[src/lobm_pkg.sv]
// shared types and codes for the order book matcher
package lobm_pkg;

    localparam logic [1:0] OP_NEW     = 2'd0;
    localparam logic [1:0] OP_PARTIAL = 2'd1;
    localparam logic [1:0] OP_TOTAL   = 2'd2;

    localparam logic [2:0] KIND_FILL      = 3'd0;
    localparam logic [2:0] KIND_RESTED    = 3'd1;
    localparam logic [2:0] KIND_FILLED    = 3'd2;
    localparam logic [2:0] KIND_CANCELED  = 3'd3;
    localparam logic [2:0] KIND_NOT_FOUND = 3'd4;
    localparam logic [2:0] KIND_FULL      = 3'd5;

    // controller to datapath
    typedef struct packed {
        logic load;        // capture the incoming beat
        logic scan_clear;  // start a scan
        logic scan_step;   // evaluate one slot
        logic scan_cancel; // never set; the scan matches by id for cancels, else by best price
        logic do_fill;     // trade against the best slot
        logic do_rest;     // write remainder into free slot
        logic do_cancel;   // apply cancel to found slot
        logic out_load;    // put a result into the output register
        logic [2:0] out_kind;
        logic out_last;
    } t_cmd;

    // datapath to controller
    typedef struct packed {
        logic scan_done;
        logic found;
        logic has_free;
        logic rem_zero;
        logic [1:0] operation;
    } t_status;

endpackage

[src/limit_order_book_matcher.sv]
// top level: limit order book with price-time priority matching
// each scan walks all ORDER_SLOTS slots one per cycle; a result then waits for the output register to be free
// a new order runs one scan per fill plus a final scan, a cancel a single scan
// the next beat is taken once the final result has been taken
// synchronous active-low reset empties the book and clears the arrival count
module limit_order_book_matcher import lobm_pkg::*; #(
    parameter int ORDER_SLOTS = 32
) (
    input  logic        i_clk,
    input  logic        i_rst_n,
    input  logic        i_valid,
    output logic        o_ready,
    input  logic [1:0]  i_operation,
    input  logic        i_side,
    input  logic [31:0] i_order_id,
    input  logic [15:0] i_limit_price,
    input  logic [15:0] i_quantity,
    output logic        o_valid,
    input  logic        i_ready,
    output logic [2:0]  o_kind,
    output logic [31:0] o_maker_id,
    output logic [15:0] o_fill_quantity,
    output logic [15:0] o_fill_price,
    output logic [15:0] o_remaining,
    output logic        o_last
);
    t_cmd    w_cmd;
    t_status w_status;

    lobm_ctrl u_ctrl (
        .i_clk, .i_rst_n, .i_valid, .o_ready, .o_valid, .i_ready,
        .i_status(w_status), .o_cmd(w_cmd)
    );

    lobm_datapath #(.ORDER_SLOTS(ORDER_SLOTS)) u_dp (
        .i_clk, .i_rst_n, .i_cmd(w_cmd), .o_status(w_status),
        .i_operation, .i_side, .i_order_id, .i_limit_price, .i_quantity,
        .o_kind, .o_maker_id, .o_fill_quantity, .o_fill_price, .o_remaining, .o_last
    );
endmodule

[src/lobm_datapath.sv]
// slot table, scan unit and result register
module lobm_datapath import lobm_pkg::*; #(
    parameter int ORDER_SLOTS = 32
) (
    input  logic        i_clk,
    input  logic        i_rst_n,
    input  t_cmd        i_cmd,
    output t_status     o_status,
    input  logic [1:0]  i_operation,
    input  logic        i_side,
    input  logic [31:0] i_order_id,
    input  logic [15:0] i_limit_price,
    input  logic [15:0] i_quantity,
    output logic [2:0]  o_kind,
    output logic [31:0] o_maker_id,
    output logic [15:0] o_fill_quantity,
    output logic [15:0] o_fill_price,
    output logic [15:0] o_remaining,
    output logic        o_last
);
    localparam int IW = $clog2(ORDER_SLOTS);
    localparam int CW = $clog2(ORDER_SLOTS + 1);

    logic [ORDER_SLOTS-1:0] r_valid;
    logic                   r_sside [ORDER_SLOTS];
    logic [15:0]            r_sprice[ORDER_SLOTS];
    logic [15:0]            r_sqty  [ORDER_SLOTS];
    logic [31:0]            r_sid   [ORDER_SLOTS];
    logic [31:0]            r_sseq  [ORDER_SLOTS];
    logic [31:0]            r_arrival;

    logic [1:0]  r_op;
    logic        r_side;
    logic [31:0] r_id;
    logic [15:0] r_limit;
    logic [15:0] r_qty;
    logic [15:0] r_rem;

    logic [CW-1:0] r_idx;
    logic          r_found;
    logic [IW-1:0] r_best;
    logic [31:0]   r_best_age;
    logic [15:0]   r_best_price;
    logic          r_has_free;
    logic [IW-1:0] r_free;

    logic [IW-1:0] w_i;
    logic [31:0]   w_age;
    logic [15:0]   w_p;
    logic          w_cand, w_better;
    logic [15:0]   w_sq, w_traded, w_taken;

    assign w_i   = r_idx[IW-1:0];
    assign w_age = r_arrival - r_sseq[w_i];
    assign w_p   = r_sprice[w_i];

    always_comb begin
        if (r_op != OP_NEW) begin
            w_cand   = r_valid[w_i] && r_sside[w_i] == r_side && r_sid[w_i] == r_id;
            w_better = !r_found || w_age > r_best_age;
        end else begin
            w_cand   = r_valid[w_i] && r_sside[w_i] != r_side &&
                       (r_side ? (w_p <= r_limit) : (w_p >= r_limit));
            w_better = !r_found || (r_side ? (w_p < r_best_price) : (w_p > r_best_price)) ||
                       (w_p == r_best_price && w_age > r_best_age);
        end
    end

    assign w_sq     = r_sqty[r_best];
    assign w_traded = (w_sq < r_rem) ? w_sq : r_rem;
    assign w_taken  = (r_op == OP_TOTAL || r_qty >= w_sq) ? w_sq : r_qty;

    assign o_status.scan_done = (r_idx == CW'(ORDER_SLOTS));
    assign o_status.found     = r_found;
    assign o_status.has_free  = r_has_free;
    assign o_status.rem_zero  = (r_rem == 16'd0);
    assign o_status.operation = r_op;

    always_ff @(posedge i_clk) begin
        if (!i_rst_n) begin
            r_valid   <= '0;
            r_arrival <= '0;
            r_idx     <= '0;
            r_found   <= 1'b0;
            r_has_free <= 1'b0;
        end else begin
            if (i_cmd.load) begin
                r_op    <= i_operation;
                r_side  <= i_side;
                r_id    <= i_order_id;
                r_limit <= i_limit_price;
                r_qty   <= i_quantity;
                r_rem   <= i_quantity;
            end
            if (i_cmd.scan_clear) begin
                r_idx      <= '0;
                r_found    <= 1'b0;
                r_has_free <= 1'b0;
            end else if (i_cmd.scan_step) begin
                r_idx <= r_idx + 1'b1;
                if (w_cand && w_better) begin
                    r_found      <= 1'b1;
                    r_best       <= w_i;
                    r_best_age   <= w_age;
                    r_best_price <= w_p;
                end
                // lowest free slot
                if (!r_valid[w_i] && !r_has_free) begin
                    r_has_free <= 1'b1;
                    r_free     <= w_i;
                end
            end
            if (i_cmd.do_fill) begin
                r_rem          <= r_rem - w_traded;
                r_sqty[r_best] <= w_sq - w_traded;
                if (w_sq == w_traded) r_valid[r_best] <= 1'b0;
            end
            if (i_cmd.do_cancel) begin
                r_sqty[r_best] <= w_sq - w_taken;
                if (w_sq == w_taken) r_valid[r_best] <= 1'b0;
            end
            if (i_cmd.do_rest) begin
                r_valid[r_free]  <= 1'b1;
                r_sside[r_free]  <= r_side;
                r_sprice[r_free] <= r_limit;
                r_sqty[r_free]   <= r_rem;
                r_sid[r_free]    <= r_id;
                r_sseq[r_free]   <= r_arrival;
            end
            // arrival count moves once per new order, at its closing result
            if (i_cmd.out_load && i_cmd.out_last && r_op == OP_NEW) begin
                r_arrival <= r_arrival + 32'd1;
            end
        end
    end

    always_ff @(posedge i_clk) begin
        if (i_cmd.out_load) begin
            o_kind          <= i_cmd.out_kind;
            o_last          <= i_cmd.out_last;
            o_maker_id      <= '0;
            o_fill_quantity <= '0;
            o_fill_price    <= '0;
            o_remaining     <= '0;
            unique case (i_cmd.out_kind)
                KIND_FILL: begin
                    o_maker_id      <= r_sid[r_best];
                    o_fill_quantity <= w_traded;
                    o_fill_price    <= r_sprice[r_best];
                    o_remaining     <= r_rem - w_traded;
                end
                KIND_RESTED: begin
                    o_maker_id   <= r_id;
                    o_fill_price <= r_limit;
                    o_remaining  <= r_rem;
                end
                KIND_CANCELED: begin
                    o_maker_id      <= r_id;
                    o_fill_quantity <= w_taken;
                    o_fill_price    <= r_sprice[r_best];
                    o_remaining     <= w_sq - w_taken;
                end
                default: ;
            endcase
        end
    end
endmodule

[src/lobm_ctrl.sv]
// sequencing of scans, fills, rests and cancels
module lobm_ctrl import lobm_pkg::*; (
    input  logic    i_clk,
    input  logic    i_rst_n,
    input  logic    i_valid,
    output logic    o_ready,
    output logic    o_valid,
    input  logic    i_ready,
    input  t_status i_status,
    output t_cmd    o_cmd
);
    typedef enum logic [2:0] {ST_IDLE, ST_SCAN, ST_DECIDE, ST_OUT} t_state;
    t_state r_state, n_state;
    logic   r_valid, n_valid;

    assign o_ready = (r_state == ST_IDLE) && !r_valid;
    assign o_valid = r_valid;

    always_comb begin
        n_state = r_state;
        n_valid = r_valid;
        o_cmd   = '0;
        if (r_valid && i_ready) n_valid = 1'b0;
        unique case (r_state)
            ST_IDLE: begin
                if (i_valid && o_ready) begin
                    o_cmd.load       = 1'b1;
                    o_cmd.scan_clear = 1'b1;
                    n_state          = ST_SCAN;
                end
            end
            ST_SCAN: begin
                if (i_status.scan_done) n_state = ST_DECIDE;
                else o_cmd.scan_step = 1'b1;
            end
            ST_DECIDE: begin
                if (!r_valid || i_ready) begin
                    o_cmd.out_load = 1'b1;
                    n_valid        = 1'b1;
                    n_state        = ST_IDLE;
                    o_cmd.out_last = 1'b1;
                    if (i_status.operation == OP_NEW) begin
                        if (i_status.rem_zero) begin
                            o_cmd.out_kind = KIND_FILLED;
                        end else if (i_status.found) begin
                            o_cmd.out_kind   = KIND_FILL;
                            o_cmd.out_last   = 1'b0;
                            o_cmd.do_fill    = 1'b1;
                            o_cmd.scan_clear = 1'b1;
                            n_state          = ST_SCAN;
                        end else if (i_status.has_free) begin
                            o_cmd.out_kind = KIND_RESTED;
                            o_cmd.do_rest  = 1'b1;
                        end else begin
                            o_cmd.out_kind = KIND_FULL;
                        end
                    end else if ((i_status.operation == OP_PARTIAL ||
                                  i_status.operation == OP_TOTAL) && i_status.found) begin
                        o_cmd.out_kind  = KIND_CANCELED;
                        o_cmd.do_cancel = 1'b1;
                    end else begin
                        o_cmd.out_kind = KIND_NOT_FOUND;
                    end
                end
            end
            default: n_state = ST_IDLE;
        endcase
    end

    always_ff @(posedge i_clk) begin
        if (!i_rst_n) begin
            r_state <= ST_IDLE;
            r_valid <= 1'b0;
        end else begin
            r_state <= n_state;
            r_valid <= n_valid;
        end
    end
endmodule
[config.mk]
export PLATFORM = sky130hd
export DESIGN_NAME = limit_order_book_matcher
export DESIGN_NICKNAME = d
export VERILOG_FILES = /design/src/lobm_pkg.sv /design/src/limit_order_book_matcher.sv /design/src/lobm_datapath.sv /design/src/lobm_ctrl.sv
export SDC_FILE = /design/constraint.sdc
export NUM_CORES = 2
export LEC_CHECK = 0
export ABC_CLOCK_PERIOD_IN_PS = 12100
export BUFFER_PORTS_ARGS = -buffer_cell sky130_fd_sc_hd__clkbuf_2
export CAP_MARGIN = 20
export CORE_ASPECT_RATIO = 0.75
export CORE_MARGIN = 4
export CORE_UTILIZATION = 46
export CTS_CLUSTER_DIAMETER = 60
export DETAILED_ROUTE_END_ITERATION = 8
export PLACE_DENSITY_LB_ADDON = 0.15
export SETUP_SLACK_MARGIN = 0.3
export SLEW_MARGIN = 20
export SYNTH_ARGS = -nofsm -noshare
export SYNTH_HDL_FRONTEND = slang
export SYNTH_SLANG_ARGS = --single-unit
[constraint.sdc]
create_clock -name i_clk -period 12.1 [get_ports i_clk]
set_input_delay 1.21 -clock i_clk [delete_from_list [all_inputs] [get_ports i_clk]]
set_output_delay 1.21 -clock i_clk [all_outputs]
set_load 0.02 [all_outputs]
# Word-level counts from Yosys, hierarchy flattened
# Memory sizes are Yosys's and may differ from the RTL's. A register that Yosys moved wholly into a read port is not among the register bits.
# Index checks and enable logic that the tools add are counted.
# classes
add_sub_neg	6
order_cmp	12
n_eq_ne	16
mux	84
n_bitwise	7
reduce_logical	42
# op_table
operator	n
2-to-1 mux 32 bit	7
2-to-1 mux 16 bit	6
bitwise AND 32 bit	2
case mux 16 bit (2 select lines)	2
case mux 32 bit (2 select lines)	1
2-to-1 mux 5 bit	12
equality test 16 bit	3
case mux 16 bit (3 select lines)	1
subtractor 16 bit	3
2-to-1 mux 1 bit	35
adder 32 x 1 -> 32 bit (second input constant)	1
equality test 32 bit	1
>= comparator 16 bit	2
> comparator 32 bit	1
< comparator 16 bit	2
inverter 32 bit	1
OR 32 bit	1
subtractor 32 bit	1
2-to-1 mux 3 bit	10
< comparator 5 x 6 -> 1 bit (second input constant)	3
> comparator 16 bit	1
less-or-equal comparator 16 bit	1
logical NOT 16 bit	1
2-to-1 mux 8 bit	2
other kinds (29)	67
# word_totals
regBits	301
ramBits	3104
in_bits	71
out_inout_bits	86
word_cells	195
memories	5
# memory_table
name	depth	width	read_ports	rd_clocked_by_memory_dff	write_ports	line	rtl
u_dp.r_sid	32	32	2	2	1	lobm_datapath.sv:28	logic [31:0] r_sid [ORDER_SLOTS];
u_dp.r_sseq	32	32	1	1	1	lobm_datapath.sv:29	logic [31:0] r_sseq [ORDER_SLOTS];
u_dp.r_sprice	32	16	2	2	1	lobm_datapath.sv:26	logic [15:0] r_sprice[ORDER_SLOTS];
u_dp.r_sqty	32	16	1	1	1	lobm_datapath.sv:27	logic [15:0] r_sqty [ORDER_SLOTS];
u_dp.r_sside	32	1	1	1	1	lobm_datapath.sv:25	logic r_sside [ORDER_SLOTS];

# Depth between registers and ports, before layout
# depth
depth_word	15
ltp_mapped	34
depth_no_buf	28

# Cells and area by module
# A second synthesis with hierarchy kept.
# unflattened
hier_cells	8333
area_unflattened_um2	153425.9
# modules_own_cells
module	instances	cells_each	area_each_um2	seq_area_each_um2
lobm_datapath	1	8296	153156.9	101607.4
lobm_ctrl	1	37	269.0	60.1

# Worst setup path after synthesis
# OpenSTA, ideal clock, no wires.
# synth_timing
kind	input port to flip-flop
startpoint	input port i_ready
endpoint	memory u_dp.r_sid[24][0] (enable)
setup_time_ps	523
t_arrival_ps	9015
required_ps	11577
path_slack_ps	2562
path_stages	11
n_path_buf	3
path_cell_list	nand2b_1 > nor2b_1 > clkbuf_1 > nand2_1 > nor3b_1 > and2_1 > clkbuf_1 > nand2_1 > or3_1 > clkbuf_1 > nor2_1
# synth_between
elab_chain_len	6
# synth_rtl
element	line	rtl
from (decl)	limit_order_book_matcher.sv:19	input logic i_ready,
logical OR 1 bit	lobm_ctrl.sv:37	if (!r_valid || i_ready) begin
2-to-1 mux 8 bit	lobm_ctrl.sv:37	
2-to-1 mux 8 bit	lobm_ctrl.sv:24	unique case (r_state)
2-to-1 mux 1 bit	lobm_datapath.sv:122	if (i_cmd.do_rest) begin
2-to-1 mux 1 bit	lobm_datapath.sv:80	if (!i_rst_n) begin
2-to-1 mux 1 bit (not written as such)	lobm_datapath.sv:127	r_sid[r_free] <= r_id;
to (decl)	lobm_datapath.sv:28	
# No other way between the ends.

==> impl_metrics.json <==
{
  "synth_top_cell_by_area": "edfxtp_1",
  "drt_iter0_drc": 10800,
  "grt_max_degree": 125,
  "io_buffer_count": 156,
  "wl_per_cell_um": 36.5,
  "ioPinCount": 157,
  "fin_setup_tns_ps": 0,
  "power_switching_share": 0.204,
  "ys_warn_count": 0,
  "crit_type": "flop to flop",
  "cts_tree": "yes",
  "maxCapViolations": 0,
  "rows": 179,
  "seq_area_um2": 102000,
  "area_growth_pct": 12.9,
  "hold_path.class": "primary input to flop",
  "finalSetupViolCount": 0,
  "ys_dominant_reg_cell": "edfxtp_1",
  "synth_area_um2": 147000,
  "r2r_slack_ps": 2770,
  "synth_edf_count": 3329,
  "die_width_um": 662,
  "die_h_um": 498,
  "cpMaxStageDelayCell": "buf_4",
  "synth_top_area_frac": 0.678,
  "cts_buffers": 348,
  "vias_per_cell": 6.60,
  "hpwl_mm": 232,
  "worstSetupEndpointType": "flop",
  "drive_gt1_frac": 0.319,
  "total_leakage_power_uw": 0.0544,
  "fill_cells": 24600,
  "arrival_ps": 10080,
  "crit_family": "compound AO/OA/AOI/OAI gates",
  "grt_remaining_overflow": 0,
  "floorplan.die_area_um2": 330000,
  "start_kind": "flop",
  "slew_violations": 0,
  "grt_setup_unrepaired": "no",
  "root_buffer": "clkbuf_16",
  "ant_nets": 0,
  "synth-seq-cells": 3414,
  "clockPowerShare": 0.450,
  "postSynthAreaPerCell_um2": 20.8,
  "total_power_uw": 24800,
  "fin_worst_skew_ps": 65.3,
  "htreeDepth": 5,
  "finalCriticalPeriod_ps": 9330,
  "period_share": 0.771,
  "ys_seq_area_frac": 0.690,
  "cts.path.max_buffers": 4,
  "drc": 0,
  "hold_buffers": 0,
  "pwr-share-seq": 0.523,
  "cts_setup_buffers": 0,
  "tightest_slew_ps": 1180,
  "crit_path_end": "u_dp.r_sqty[13][15]",
  "ir_drop_mv": 0.112,
  "clk_latency_ps": 910,
  "multi_input_area_um2": 44200,
  "grt_pass1_vias": 78200,
  "fmax_mhz": 107,
  "critPathBufInv": 3,
  "synth_cells": 7084,
  "clk_pin_slew_ps": 60,
  "synth.distinct_cells": 74,
  "vias": 79000,
  "crit_cells": 27,
  "rr_worst_depth": 27,
  "p_sw_uw": 5050,
  "cp.required_ps": 12850,
  "start_util": 0.464,
  "first_pass_iters": 5,
  "p_int_uw": 19700,
  "place_congestion": 0.876,
  "p_per_area_nw_per_um2": 149,
  "grt_pass1_wl_mm": 613,
  "maxSlewHeadroom": 0.210,
  "timing.rr.end": "u_dp.r_sqty[13][15]",
  "route.final.wire_length_mm": 436,
  "worstHoldStart": "i_operation[1]",
  "syn-num-nets": 7335,
  "max_stage_delay_ps": 920,
  "status": "finished clean",
  "grt_usage": 0.263,
  "synthTopCellsByArea": "edfxtp_1, mux4_2, ha_1, dfxtp_1, mux2i_1",
  "cts_resized": 0,
  "grt_antenna_before_repair": 11,
  "async_flop_share": 0,
  "p_comb_frac": 0.027,
  "core_um2": 318000,
  "cts_sinks": 3414,
  "hold_viol": 0,
  "cp_max_fo": 72,
  "fin_nets": 7670
}
-- sequential cells by signal (all words and copies together), names as in the netlist, 32 cells and up, named ones only --
name             flops
u_dp.r_id           32
u_dp.r_sseq       1024
u_dp.r_sside        32
u_dp.r_sprice      512
u_dp.r_sqty        512
u_dp.r_arrival      32
u_dp.r_best_age     32
u_dp.r_sid        1024
u_dp.o_maker_id     32
u_dp.r_valid        32
-- cell type report --
cell class,instances,share of cell area
diodes,4,0.0000601
inverters,149,0.00337
clock inverters,220,0.0152
multi-input cells,3127,0.266
repair buffers,379,0.0174
well taps,4253,0.0320
flip-flops and latches,3414,0.611
clock buffers,416,0.0551
-- placed cells by master, fill, tap and decap left out, types with 24 or more instances in the layout --
master	netlist	final
mux4_2	1388	1388
nand2b_1	28	28
clkbuf_2	0	155
clkbuf_1	234	56
nand4_1	47	47
a31o_1	26	26
clkbuf_16	0	356
dfxtp_1	85	52
xor2_1	45	45
buf_4	10	188
bufinv_16	0	52
nand3_1	55	55
mux2_2	36	36
ha_1	176	176
inv_1	148	147
and2_1	40	40
a21o_1	54	54
clkinv_1	1	65
mux2i_1	128	128
nor2_4	0	60
xnor2_1	91	91
nor3_1	24	24
a22oi_1	74	74
o21ai_0	111	111
edfxtp_1	3329	3329
nand2_1	217	216
buf_12	0	29
o22ai_1	49	49
a21oi_1	99	93
nor2_1	187	121
clkinv_2	0	68
-- worst register-to-register path, delay by kind of cell, from the launching register on --
kind	cells	cell delay, ps
compound gates	13	3450
xor+xnor	1	190
fa+ha+maj	2	560
buf+inv	3	1310
flops	1	770
mux	4	1830
simple gates	4	1050
-- power by group through the flow --
stage	combinational [uW]	clock (uW)	sequential, uW
2_1_floorplan	425	0	13200
3_3_place_gp	645	0	13200
3_5_place_dp	655	0	13200
4_1_cts	656	11300	13000
5_1_grt	714	11800	12900
6_report	662	11200	13000
-- per-stage QoR --
stage               worst slack, ps  utilization  std cells  instance area, um2  hold slack (ps)
floorplan                      2560            -       7084              147000              424
global placement               2830        0.486      11300              155000              451
detailed placement             2770        0.486      11300              155000              462
CTS                            2650        0.523      12000              166000              395
global route                   2300        0.523      12000              166000              438
finish                         2770        0.523      12000              166000              467
-- cell usage after synthesis, types with 7 or more instances --
| library cell | count |
|---|---|
| edfxtp_1 | 3329 |
| mux4_2 | 1388 |
| clkbuf_1 | 234 |
| nand2_1 | 217 |
| nor2_1 | 187 |
| ha_1 | 176 |
| inv_1 | 148 |
| mux2i_1 | 128 |
| o21ai_0 | 111 |
| a21oi_1 | 99 |
| xnor2_1 | 91 |
| dfxtp_1 | 85 |
| buf_2 | 78 |
| a22oi_1 | 74 |
| buf_1 | 70 |
| nand3_1 | 55 |
| a21o_1 | 54 |
| o22ai_1 | 49 |
| nand4_1 | 47 |
| xor2_1 | 45 |
| and2_1 | 40 |
| mux2_2 | 36 |
| nand2b_1 | 28 |
| a31o_1 | 26 |
| nor2b_1 | 24 |
| nor3_1 | 24 |
| nor4_1 | 22 |
| a221oi_1 | 21 |
| o221ai_1 | 18 |
| o21a_1 | 17 |
| and3_1 | 15 |
| a211oi_1 | 14 |
| a21boi_0 | 10 |
| buf_4 | 10 |
| or3_1 | 10 |
| o21bai_1 | 8 |
| and4_1 | 7 |
| o31ai_1 | 7 |
-- worst min path at each step --
stage / end / slack (ps) / depth (start not counted)
after floorplan: u_dp.r_best[2] / 420 / 0
final: u_dp.r_op[1] / 470 / 1
after global placement: u_dp.r_valid[30] / 450 / 1
after detailed placement: u_dp.r_valid[23] / 460 / 2
after CTS: u_dp.r_op[1] / 390 / 1
after global routing: u_dp.r_op[1] / 440 / 1
-- kinds of logic after synthesis --
group / synth area share
adders and majority gates: 0.0155
AOI/OAI and AO/OA: 0.0261
and+or+nand+nor: 0.0223
xor gates and xnor gates: 0.00808
buffers and inverters: 0.0148
DFF: 0.690
muxes: 0.224
-- metal layers --
metal / vias to the layer above / global-route usage / wire length [um]
met5: - / 0 / 0
met3: 682 / 0.0479 / 39600
met2: 4248 / 0.384 / 195000
met4: 0 / 0.0674 / 11900
li1: 31000 / - / -
met1: 43100 / 0.410 / 190000
(Power assumes the default switching activity.)
